**src/rtl/sbph_pkg.sv**
```systemverilog
// Shared types and field widths for the spectrum bar peak-hold block.
package sbph_pkg;

  localparam int BAND_W  = 5;
  localparam int MAG_W   = 8;
  localparam int LEVEL_W = 4;

  // Smoothed levels and unclamped bar heights are both 8 bits wide.
  localparam int SMOOTH_W = 8;

  typedef enum logic {
    KIND_MAG   = 1'b0,
    KIND_DECAY = 1'b1
  } kind_e;

  typedef struct packed {
    kind_e               kind;
    logic [BAND_W-1:0]   band;
    logic [MAG_W-1:0]    magnitude;
  } in_item_t;

  // Contents of the input register as seen by the band core.
  typedef struct packed {
    logic     valid;
    in_item_t item;
  } in_beat_t;

  // Result offered by the band core for the item held in the input register.
  typedef struct packed {
    logic                emit;
    logic [BAND_W-1:0]   band_out;
    logic [LEVEL_W-1:0]  bar_level;
    logic [LEVEL_W-1:0]  peak_level;
  } res_beat_t;

endpackage

```
**src/rtl/sbph_if.sv**
```systemverilog
// Valid/ready channel interfaces for magnitude input beats and result beats.
interface sbph_in_if
  import sbph_pkg::*;
();
  logic               valid;
  logic               ready;
  logic               kind;
  logic [BAND_W-1:0]  band;
  logic [MAG_W-1:0]   magnitude;

  modport source (output valid, kind, band, magnitude, input ready);
  modport sink   (input valid, kind, band, magnitude, output ready);
endinterface

interface sbph_out_if
  import sbph_pkg::*;
();
  logic                valid;
  logic                ready;
  logic [BAND_W-1:0]   band_out;
  logic [LEVEL_W-1:0]  bar_level;
  logic [LEVEL_W-1:0]  peak_level;

  modport source (output valid, band_out, bar_level, peak_level, input ready);
  modport sink   (input valid, band_out, bar_level, peak_level, output ready);
endinterface

```
**src/rtl/spectrum_bar_peak_hold.sv**
```systemverilog
// Top level of the per-band spectrum bar meter with peak hold and decay.
//
// The input channel in_i carries beats of two kinds. A magnitude beat names a
// band and brings an 8-bit magnitude; the block smooths it into the band's
// stored level as (3*previous + new)/4, scales that to a bar height, raises the
// band's held peak if the bar is above it (clamped to BAR_ROWS-1) and sends
// one result beat on out_o with the band, bar height and peak. A decay beat
// lowers every nonzero held peak by one and sends nothing; so does a magnitude
// beat whose band is not below BAND_COUNT.
//
// An accepted beat is worked on from the input register, and its result is
// loaded into the output register when the beat leaves the input register.
// Throughput is one beat per cycle while out_o does not stall, set by the
// read-modify-write of the band state, written as each beat is consumed.
// Back-to-back beats for the same band see each other's updates.
//
// Reset clears both per-band stores, the held peaks and the smoothed levels,
// and empties both registers. When the receiver stalls, the output register
// holds its result and the input register holds one more beat; ready on in_i
// drops only when both are full. Decay beats still drain while out_o stalls.
module spectrum_bar_peak_hold
  import sbph_pkg::*;
#(
  parameter int BAND_COUNT = 32,
  parameter int BAR_ROWS   = 16
) (
  input  logic       clk_i,
  input  logic       rst_ni,
  sbph_in_if.sink    in_i,
  sbph_out_if.source out_o
);

  in_beat_t  beat;
  res_beat_t res;
  logic      out_free;
  logic      consume;

  // The held beat leaves the input register once its result, if it has one,
  // has room in the output register.
  assign consume = beat.valid && (!res.emit || out_free);

  sbph_in_stage u_in_stage (
    .clk_i     (clk_i),
    .rst_ni    (rst_ni),
    .in_i      (in_i),
    .consume_i (consume),
    .beat_o    (beat)
  );

  sbph_band_core #(
    .BAND_COUNT (BAND_COUNT),
    .BAR_ROWS   (BAR_ROWS)
  ) u_band_core (
    .clk_i     (clk_i),
    .rst_ni    (rst_ni),
    .beat_i    (beat),
    .consume_i (consume),
    .res_o     (res)
  );

  sbph_out_stage u_out_stage (
    .clk_i     (clk_i),
    .rst_ni    (rst_ni),
    .res_i     (res),
    .consume_i (consume),
    .free_o    (out_free),
    .out_o     (out_o)
  );

  a_accept_lands: assert property (@(posedge clk_i) disable iff (!rst_ni)
    in_i.valid && in_i.ready |=> beat.valid)
    else $error("accepted beat missing from the input register");

  a_result_offered: assert property (@(posedge clk_i) disable iff (!rst_ni)
    consume && res.emit |=> out_o.valid)
    else $error("consumed sample produced no result beat");

  a_no_overwrite: assert property (@(posedge clk_i) disable iff (!rst_ni)
    consume && res.emit |-> out_free)
    else $error("result loaded over an unread result");

endmodule

```
**src/rtl/sbph_in_stage.sv**
```systemverilog
// Input register that captures one beat from the input channel.
module sbph_in_stage
  import sbph_pkg::*;
(
  input  logic            clk_i,
  input  logic            rst_ni,
  sbph_in_if.sink         in_i,
  input  logic            consume_i,
  output in_beat_t        beat_o
);

  logic     valid_q;
  in_item_t item_q;
  logic     load;

  // A new beat may enter when the register is empty or drains this cycle.
  assign in_i.ready = !valid_q || consume_i;
  assign load       = in_i.valid && in_i.ready;

  always_ff @(posedge clk_i or negedge rst_ni) begin
    if (!rst_ni) begin
      valid_q <= 1'b0;
    end else if (load) begin
      valid_q <= 1'b1;
    end else if (consume_i) begin
      valid_q <= 1'b0;
    end
  end

  always_ff @(posedge clk_i) begin
    if (load) begin
      item_q.kind      <= kind_e'(in_i.kind);
      item_q.band      <= in_i.band;
      item_q.magnitude <= in_i.magnitude;
    end
  end

  assign beat_o.valid = valid_q;
  assign beat_o.item  = item_q;

endmodule

```
**src/rtl/sbph_band_core.sv**
```systemverilog
// Per-band smoothing, bar scaling and peak-hold state with its update logic.
module sbph_band_core
  import sbph_pkg::*;
#(
  parameter int BAND_COUNT = 32,
  parameter int BAR_ROWS   = 16
) (
  input  logic      clk_i,
  input  logic      rst_ni,
  input  in_beat_t  beat_i,
  input  logic      consume_i,
  output res_beat_t res_o
);

  // Only bands reachable through the band field need storage.
  localparam int BAND_SPAN = 1 << BAND_W;
  localparam int DEPTH     = (BAND_COUNT < BAND_SPAN) ? BAND_COUNT : BAND_SPAN;
  localparam int IDX_W     = (DEPTH > 1) ? $clog2(DEPTH) : 1;
  localparam int CMP_W     = BAND_W + 1;
  localparam int PEAK_MAX  = BAR_ROWS - 1;
  localparam int PEAK_W    = $clog2(BAR_ROWS);
  localparam int RAW_DIV   = 255 / PEAK_MAX;
  localparam int BAR_DIV   = (RAW_DIV == 0) ? 1 : RAW_DIV;
  // Reciprocal with 16 fraction bits; exact for every 8-bit level.
  localparam int RECIP_SH  = 16;
  localparam int RECIP     = ((1 << RECIP_SH) + BAR_DIV - 1) / BAR_DIV;
  localparam int SUM_W     = SMOOTH_W + 2;
  localparam int PROD_W    = SMOOTH_W + RECIP_SH + 1;

  logic [SMOOTH_W-1:0] level_q [DEPTH];
  logic [PEAK_W-1:0]   peak_q  [DEPTH];

  logic [IDX_W-1:0]    idx;
  logic                is_decay;
  logic                in_range;
  logic                emit;
  logic [SMOOTH_W-1:0] level_prev;
  logic [SUM_W-1:0]    level_sum;
  logic [SMOOTH_W-1:0] level_new;
  logic [PROD_W-1:0]   bar_prod;
  logic [SMOOTH_W-1:0] bar;
  logic [PEAK_W-1:0]   peak_cur;
  logic [PEAK_W-1:0]   peak_new;
  logic                raise;
  logic [PEAK_W-1:0]   peak_after;
  logic [SMOOTH_W-1:0] peak_ext;

  assign idx      = beat_i.item.band[IDX_W-1:0];
  assign is_decay = (beat_i.item.kind == KIND_DECAY);
  assign in_range = ({1'b0, beat_i.item.band} < CMP_W'(DEPTH));
  assign emit     = beat_i.valid && !is_decay && in_range;

  always_comb begin
    level_prev = level_q[idx];
    level_sum  = SUM_W'(level_prev) * SUM_W'(3) + SUM_W'(beat_i.item.magnitude);
    level_new  = level_sum[SUM_W-1:2];
    bar_prod   = PROD_W'(level_new) * PROD_W'(RECIP);
    bar        = bar_prod[RECIP_SH +: SMOOTH_W];
    peak_cur   = peak_q[idx];
    raise      = (bar > SMOOTH_W'(peak_cur));
    peak_new   = (bar < SMOOTH_W'(PEAK_MAX)) ? bar[PEAK_W-1:0] : PEAK_W'(PEAK_MAX);
    peak_after = raise ? peak_new : peak_cur;
    peak_ext   = SMOOTH_W'(peak_after);
  end

  assign res_o.emit       = emit;
  assign res_o.band_out   = beat_i.item.band;
  assign res_o.bar_level  = bar[LEVEL_W-1:0];
  assign res_o.peak_level = peak_ext[LEVEL_W-1:0];

  // A decay tick steps every nonzero peak down by one; a sample updates its band.
  always_ff @(posedge clk_i or negedge rst_ni) begin
    if (!rst_ni) begin
      for (int i = 0; i < DEPTH; i++) begin
        level_q[i] <= '0;
        peak_q[i]  <= '0;
      end
    end else if (consume_i) begin
      for (int i = 0; i < DEPTH; i++) begin
        if (beat_i.valid && is_decay) begin
          if (peak_q[i] != '0) begin
            peak_q[i] <= peak_q[i] - PEAK_W'(1);
          end
        end else if (emit && (idx == IDX_W'(i))) begin
          level_q[i] <= level_new;
          if (raise) begin
            peak_q[i] <= peak_new;
          end
        end
      end
    end
  end

  a_peak_clamped: assert property (@(posedge clk_i) disable iff (!rst_ni)
    peak_q[0] <= PEAK_W'(PEAK_MAX))
    else $error("held peak of band 0 exceeds the clamp");

  a_decay_steps: assert property (@(posedge clk_i) disable iff (!rst_ni)
    consume_i && beat_i.valid && is_decay && (peak_q[0] != '0)
      |=> peak_q[0] == $past(peak_q[0]) - PEAK_W'(1))
    else $error("decay tick did not lower band 0 peak by one");

  a_raise_reported: assert property (@(posedge clk_i) disable iff (!rst_ni)
    consume_i && emit |=> peak_q[$past(idx)] == $past(peak_after))
    else $error("stored peak differs from the reported peak");

endmodule

```
**src/rtl/sbph_out_stage.sv**
```systemverilog
// Output register that holds one result beat until the receiver takes it.
module sbph_out_stage
  import sbph_pkg::*;
(
  input  logic       clk_i,
  input  logic       rst_ni,
  input  res_beat_t  res_i,
  input  logic       consume_i,
  output logic       free_o,
  sbph_out_if.source out_o
);

  logic      valid_q;
  res_beat_t res_q;
  logic      load;

  assign free_o = !valid_q || out_o.ready;
  assign load   = consume_i && res_i.emit;

  always_ff @(posedge clk_i or negedge rst_ni) begin
    if (!rst_ni) begin
      valid_q <= 1'b0;
    end else if (load) begin
      valid_q <= 1'b1;
    end else if (out_o.ready) begin
      valid_q <= 1'b0;
    end
  end

  always_ff @(posedge clk_i) begin
    if (load) begin
      res_q <= res_i;
    end
  end

  assign out_o.valid      = valid_q;
  assign out_o.band_out   = res_q.band_out;
  assign out_o.bar_level  = res_q.bar_level;
  assign out_o.peak_level = res_q.peak_level;

endmodule
```
**src/flat_wrapper.sv**
```systemverilog
// flat-port wrapper written by rule: the top's interface ports become plain ports
module spectrum_bar_peak_hold_flat import sbph_pkg::*;
#(
  parameter int BAND_COUNT = 32,
  parameter int BAR_ROWS   = 16
)
  (clk_i, rst_ni, in_i_valid, in_i_kind, in_i_band, in_i_magnitude, in_i_ready, out_o_valid, out_o_band_out, out_o_bar_level, out_o_peak_level, out_o_ready);
  sbph_in_if in_i_i ();
  sbph_out_if out_o_i ();
  input  logic clk_i;
  input  logic rst_ni;
  input wire logic [$bits(in_i_i.valid)-1:0] in_i_valid;
  input wire logic [$bits(in_i_i.kind)-1:0] in_i_kind;
  input wire logic [$bits(in_i_i.band)-1:0] in_i_band;
  input wire logic [$bits(in_i_i.magnitude)-1:0] in_i_magnitude;
  output wire logic [$bits(in_i_i.ready)-1:0] in_i_ready;
  output wire logic [$bits(out_o_i.valid)-1:0] out_o_valid;
  output wire logic [$bits(out_o_i.band_out)-1:0] out_o_band_out;
  output wire logic [$bits(out_o_i.bar_level)-1:0] out_o_bar_level;
  output wire logic [$bits(out_o_i.peak_level)-1:0] out_o_peak_level;
  input wire logic [$bits(out_o_i.ready)-1:0] out_o_ready;
  assign in_i_i.valid = in_i_valid;
  assign in_i_i.kind = in_i_kind;
  assign in_i_i.band = in_i_band;
  assign in_i_i.magnitude = in_i_magnitude;
  assign in_i_ready = in_i_i.ready;
  assign out_o_valid = out_o_i.valid;
  assign out_o_band_out = out_o_i.band_out;
  assign out_o_bar_level = out_o_i.bar_level;
  assign out_o_peak_level = out_o_i.peak_level;
  assign out_o_i.ready = out_o_ready;
  spectrum_bar_peak_hold #(.BAND_COUNT(BAND_COUNT), .BAR_ROWS(BAR_ROWS)) u_core (.clk_i(clk_i), .rst_ni(rst_ni), .in_i(in_i_i), .out_o(out_o_i));
endmodule
```
**config.mk**
```make
export PLATFORM = sky130hd
export DESIGN_NAME = spectrum_bar_peak_hold_flat
export DESIGN_NICKNAME = d
export VERILOG_FILES = /design/src/rtl/sbph_pkg.sv /design/src/rtl/sbph_if.sv /design/src/rtl/spectrum_bar_peak_hold.sv /design/src/rtl/sbph_in_stage.sv /design/src/rtl/sbph_band_core.sv /design/src/rtl/sbph_out_stage.sv /design/src/flat_wrapper.sv
export SDC_FILE = /design/constraint.sdc
export NUM_CORES = 1
export LEC_CHECK = 0
export BUFFER_PORTS_ARGS = -buffer_cell sky130_fd_sc_hd__buf_2
export CORE_ASPECT_RATIO = 2
export CORE_MARGIN = 2
export CORE_UTILIZATION = 64
export CTS_CLUSTER_SIZE = 14
export DETAILED_ROUTE_END_ITERATION = 16
export PLACE_DENSITY_LB_ADDON = 0.15
export REMOVE_ABC_BUFFERS = 1
export SLEW_MARGIN = 20
export SYNTH_ARGS = -nofsm -noshare
export SYNTH_HDL_FRONTEND = slang
export SYNTH_HIERARCHICAL = 1
export SYNTH_SLANG_ARGS = --single-unit
export TNS_END_PERCENT = 5
```
**constraint.sdc**
```tcl
create_clock -name clk_i -period 10.8 [get_ports clk_i]
set_input_delay 1.08 -clock clk_i [delete_from_list [all_inputs] [get_ports clk_i]]
set_output_delay 1.08 -clock clk_i [all_outputs]
set_load 0.005 [all_outputs]
```
==> metrics.txt <==
mux contribution to synthesized area a little under an eighth; Area Overhead vs Synth 7.36%; compound-cell area share of the yosys netlist about 16%; final setup vio count 0; most frequent CP cell ha_1; Storage cell area ~10000 sq um; period utilization around 95%; first-pass GRT wire length between 90000 and 100000 um; Core Footprint around 35000 sq um; CTS Buffer Depth 3; Hold Path Class reg2reg; FF-to-FF End u_core/u_band_core/peak_q[11]; hold path depth 2; largest family of logic cells by synthesized area compound AO/OA/AOI/OAI gates; minimum clock period after layout between 10 and 15 ns; Starting Density roughly two thirds; simple-gate share of the synthesized area between 10 and 15%; Worst-Skew Late Latency 0.56 ns; cts bufs inserted 39; Max Slew Vio Count 0; Post-Synth XOR/XNOR Area less than 1%; Worst EP arrival about 11 ns; I/O Buffers 32; hold path start u_core/u_band_core/level_q[56]; RSZ-0062 raised after global routing false; Post-Route WL 61300 um; Worst R2R Setup Slack about 0.54 ns; worst path required time 11.28 ns; initial antenna violation count 0; normalized max-slew margin approximately 22%; via count 17728; synth unique cells 77; Slew @ Worst Pin ~1.2 ns; critical path endpoint category flop; Startpoint Class flop; Fillers 2679; # DRC 0; Final Hold Fails 0; Hold Path Sink u_core/u_band_core/level_q[56]; H-tree depth 2; post-synthesis adder-cell area fraction 5.83%; sequential area share after synthesis 46.0%; RD Place Congestion between 0.9 and 1; root buffer selected by CTS clkbuf_16; largest net degree at the start of global routing between 150 and 200; clock skew roughly 0.02 ns; via-per-instance ratio roughly 6.6; die area 37200 sq um; Top FF cell, synth dfrtp_1; die height 271 um; Die W roughly 140 um; WL per Instance roughly 23 um; Routed Antenna Nets 0; # diodes 0; yosys warns 6; clk slew on worst S/H paths approximately 0.070 ns; depth of the most critical reg-to-reg path 38; status finished, final reports clean; CP max stage cell edfxtp_1; dpl hpwl ~42000 um; Post-Syn Instances between 2000 and 2500; Iteration-0 DRC Markers approximately 1400; total grt overflow 0; vias in the first global route between 15000 and 20000; f_max slightly below 0.1 GHz; end-of-flow core utilization approximately 70%; Max-Cap Viols 0; Clock Sinks 413; post-synthesis register bit count 413; RR Startpoint u_core/u_in_stage/beat_o[10]; Post-synth EDFFs 27; multi-input logic area between 10000 and 15000 sq um; Hold Buf Count CTS 0; Mapped Area about 23000 sq um; I/O pin count 33; CP max FO 37; Nets 2345; crit path kind reg2reg; FFs w/ async S/R, synth 93.5%; total track usage 33.9%; TritonCTS clock tree yes; share of cells above drive strength 1 between 10 and 15%; CP max stage delay 0.82 ns; drt pass-1 iters 8; Rows 97; synthesized area per cell between 10 and 15 sq um
-- layout make-up --
type,count,share of cell area (%)
multi-input combinational,1600,46.1
sequential,413,42.8
clock buffer,55,4.44
timing repair buffer,75,2.43
tap,445,2.28
inverter,103,1.58
clock inverter,10,0.312
-- repair_timing --
item | 4_1_cts | 5_1_grt
setup buffers | 0 | 3
resized for setup | 0 | 5
endpoints found under the setup margin | 0 | 105
-- stage by stage --
step	cell area, sq um	worst slack (ns)	instances	hold WS [ns]	setup TNS [ns]
after floorplan	22100	-7.32	2116	0.442	-891.78
after global placement	23200	0.526	2632	0.455	0
after detailed placement	23200	0.357	2632	0.465	0
after CTS	24400	0.318	2697	0.478	0
after global routing	24400	0.0180	2701	0.498	0
final	24400	0.542	2701	0.475	0
-- cell families (layout without fill, tap and decap cells) --
| group | Yosys count | count (layout) |
|---|---|---|
| AND/OR/NAND/NOR | 737 | 737 |
| XOR/XNOR | 13 | 13 |
| multiplexers | 130 | 130 |
| flip-flops | 413 | 413 |
| buffers and inverters | 258 | 243 |
| AO/OA/AOI/OAI | 624 | 624 |
| adder cells (fa/ha/maj) | 96 | 96 |
-- state kept, by name, indices dropped and copies added (netlist names) --
name,count
u_core/u_out_stage/out_o.band_out,5
u_core/u_in_stage/valid_q,1
u_core/u_band_core/peak_q,128
u_core/u_out_stage/out_o.peak_level,4
u_core/u_band_core/level_q,256
u_core/u_in_stage/beat_o,14
u_core/u_out_stage/out_o.bar_level,4
u_core/u_out_stage/out_o.valid,1
-- synth_stat cells, drive strengths merged (7+ instances only) --
master / n / area, sq um
nor4b: 11 / 96.3
ha: 78 / 976
nor2: 153 / 582
fa: 17 / 340
nand2b: 28 / 198
o31ai: 33 / 312
clkbuf: 106 / 400
o21ai: 421 / 2210
a21oi: 55 / 279
nand3: 14 / 70.1
buf: 49 / 303
nand2: 362 / 1360
nand4: 35 / 219
or3: 7 / 43.8
mux4: 110 / 2480
nor3b: 10 / 75.1
nor3: 47 / 240
inv: 103 / 387
nor2b: 11 / 68.8
o211ai: 9 / 67.6
edfxtp: 27 / 811
o22ai: 11 / 68.8
a22oi: 48 / 360
mux2i: 17 / 183
a21o: 12 / 90.1
and2: 39 / 246
dfrtp: 386 / 9660
xnor2: 9 / 86.3
-- cell usage in the layout (no fill, tap or decap), types with 27 or more instances in the layout --
| master | count |
|---|---|
| o21ai_1 | 32 |
| nand2_1 | 359 |
| buf_4 | 34 |
| a22oi_1 | 48 |
| mux4_2 | 110 |
| o21ai_2 | 27 |
| edfxtp_1 | 27 |
| a21oi_1 | 52 |
| nor2_1 | 152 |
| nor3_1 | 46 |
| buf_2 | 31 |
| clkbuf_16 | 39 |
| ha_1 | 78 |
| dfrtp_1 | 386 |
| and2_1 | 37 |
| inv_1 | 103 |
| nand4_1 | 35 |
| o21ai_0 | 362 |
-- worst max path at each step --
stage                                             from                        endpoint  depth (start not counted)
final                     u_core/u_in_stage/beat_o[10]   u_core/u_band_core/peak_q[11]                         38
after global routing      u_core/u_in_stage/beat_o[10]  u_core/u_band_core/peak_q[102]                         41
after CTS                 u_core/u_in_stage/beat_o[10]   u_core/u_band_core/peak_q[11]                         39
after detailed placement  u_core/u_in_stage/beat_o[10]   u_core/u_band_core/peak_q[11]                         39
after global placement    u_core/u_in_stage/beat_o[10]   u_core/u_band_core/peak_q[11]                         39
after floorplan            u_core/u_in_stage/beat_o[8]   u_core/u_band_core/peak_q[94]                         35
-- per-layer routing --
layer	vias to the layer above	track usage, %	routed length, um	share of wire (%)
met5	-	0	0	0
met4	0	25.3	5150	8.4
met3	259	4.22	3070	5.0
met2	727	58.7	31800	52
met1	8778	37.3	21300	35
li1	7964	-	-	-
-- critical path: cells and delay by family (launching register included) --
kind / cells / cell delay [ns]
adders and majority gates: 8 / 2.87
muxes: 2 / 0.43
AOI/OAI and AO/OA: 11 / 2.47
xor gates and xnor gates: 2 / 0.38
buffers and inverters: 5 / 1.07
DFF: 1 / 0.82
and+or+nand+nor: 10 / 2.09
Power is left out: the tool's default activity adds up to more than one toggle a clock period on the data nets, which glitch-free logic cannot reach.
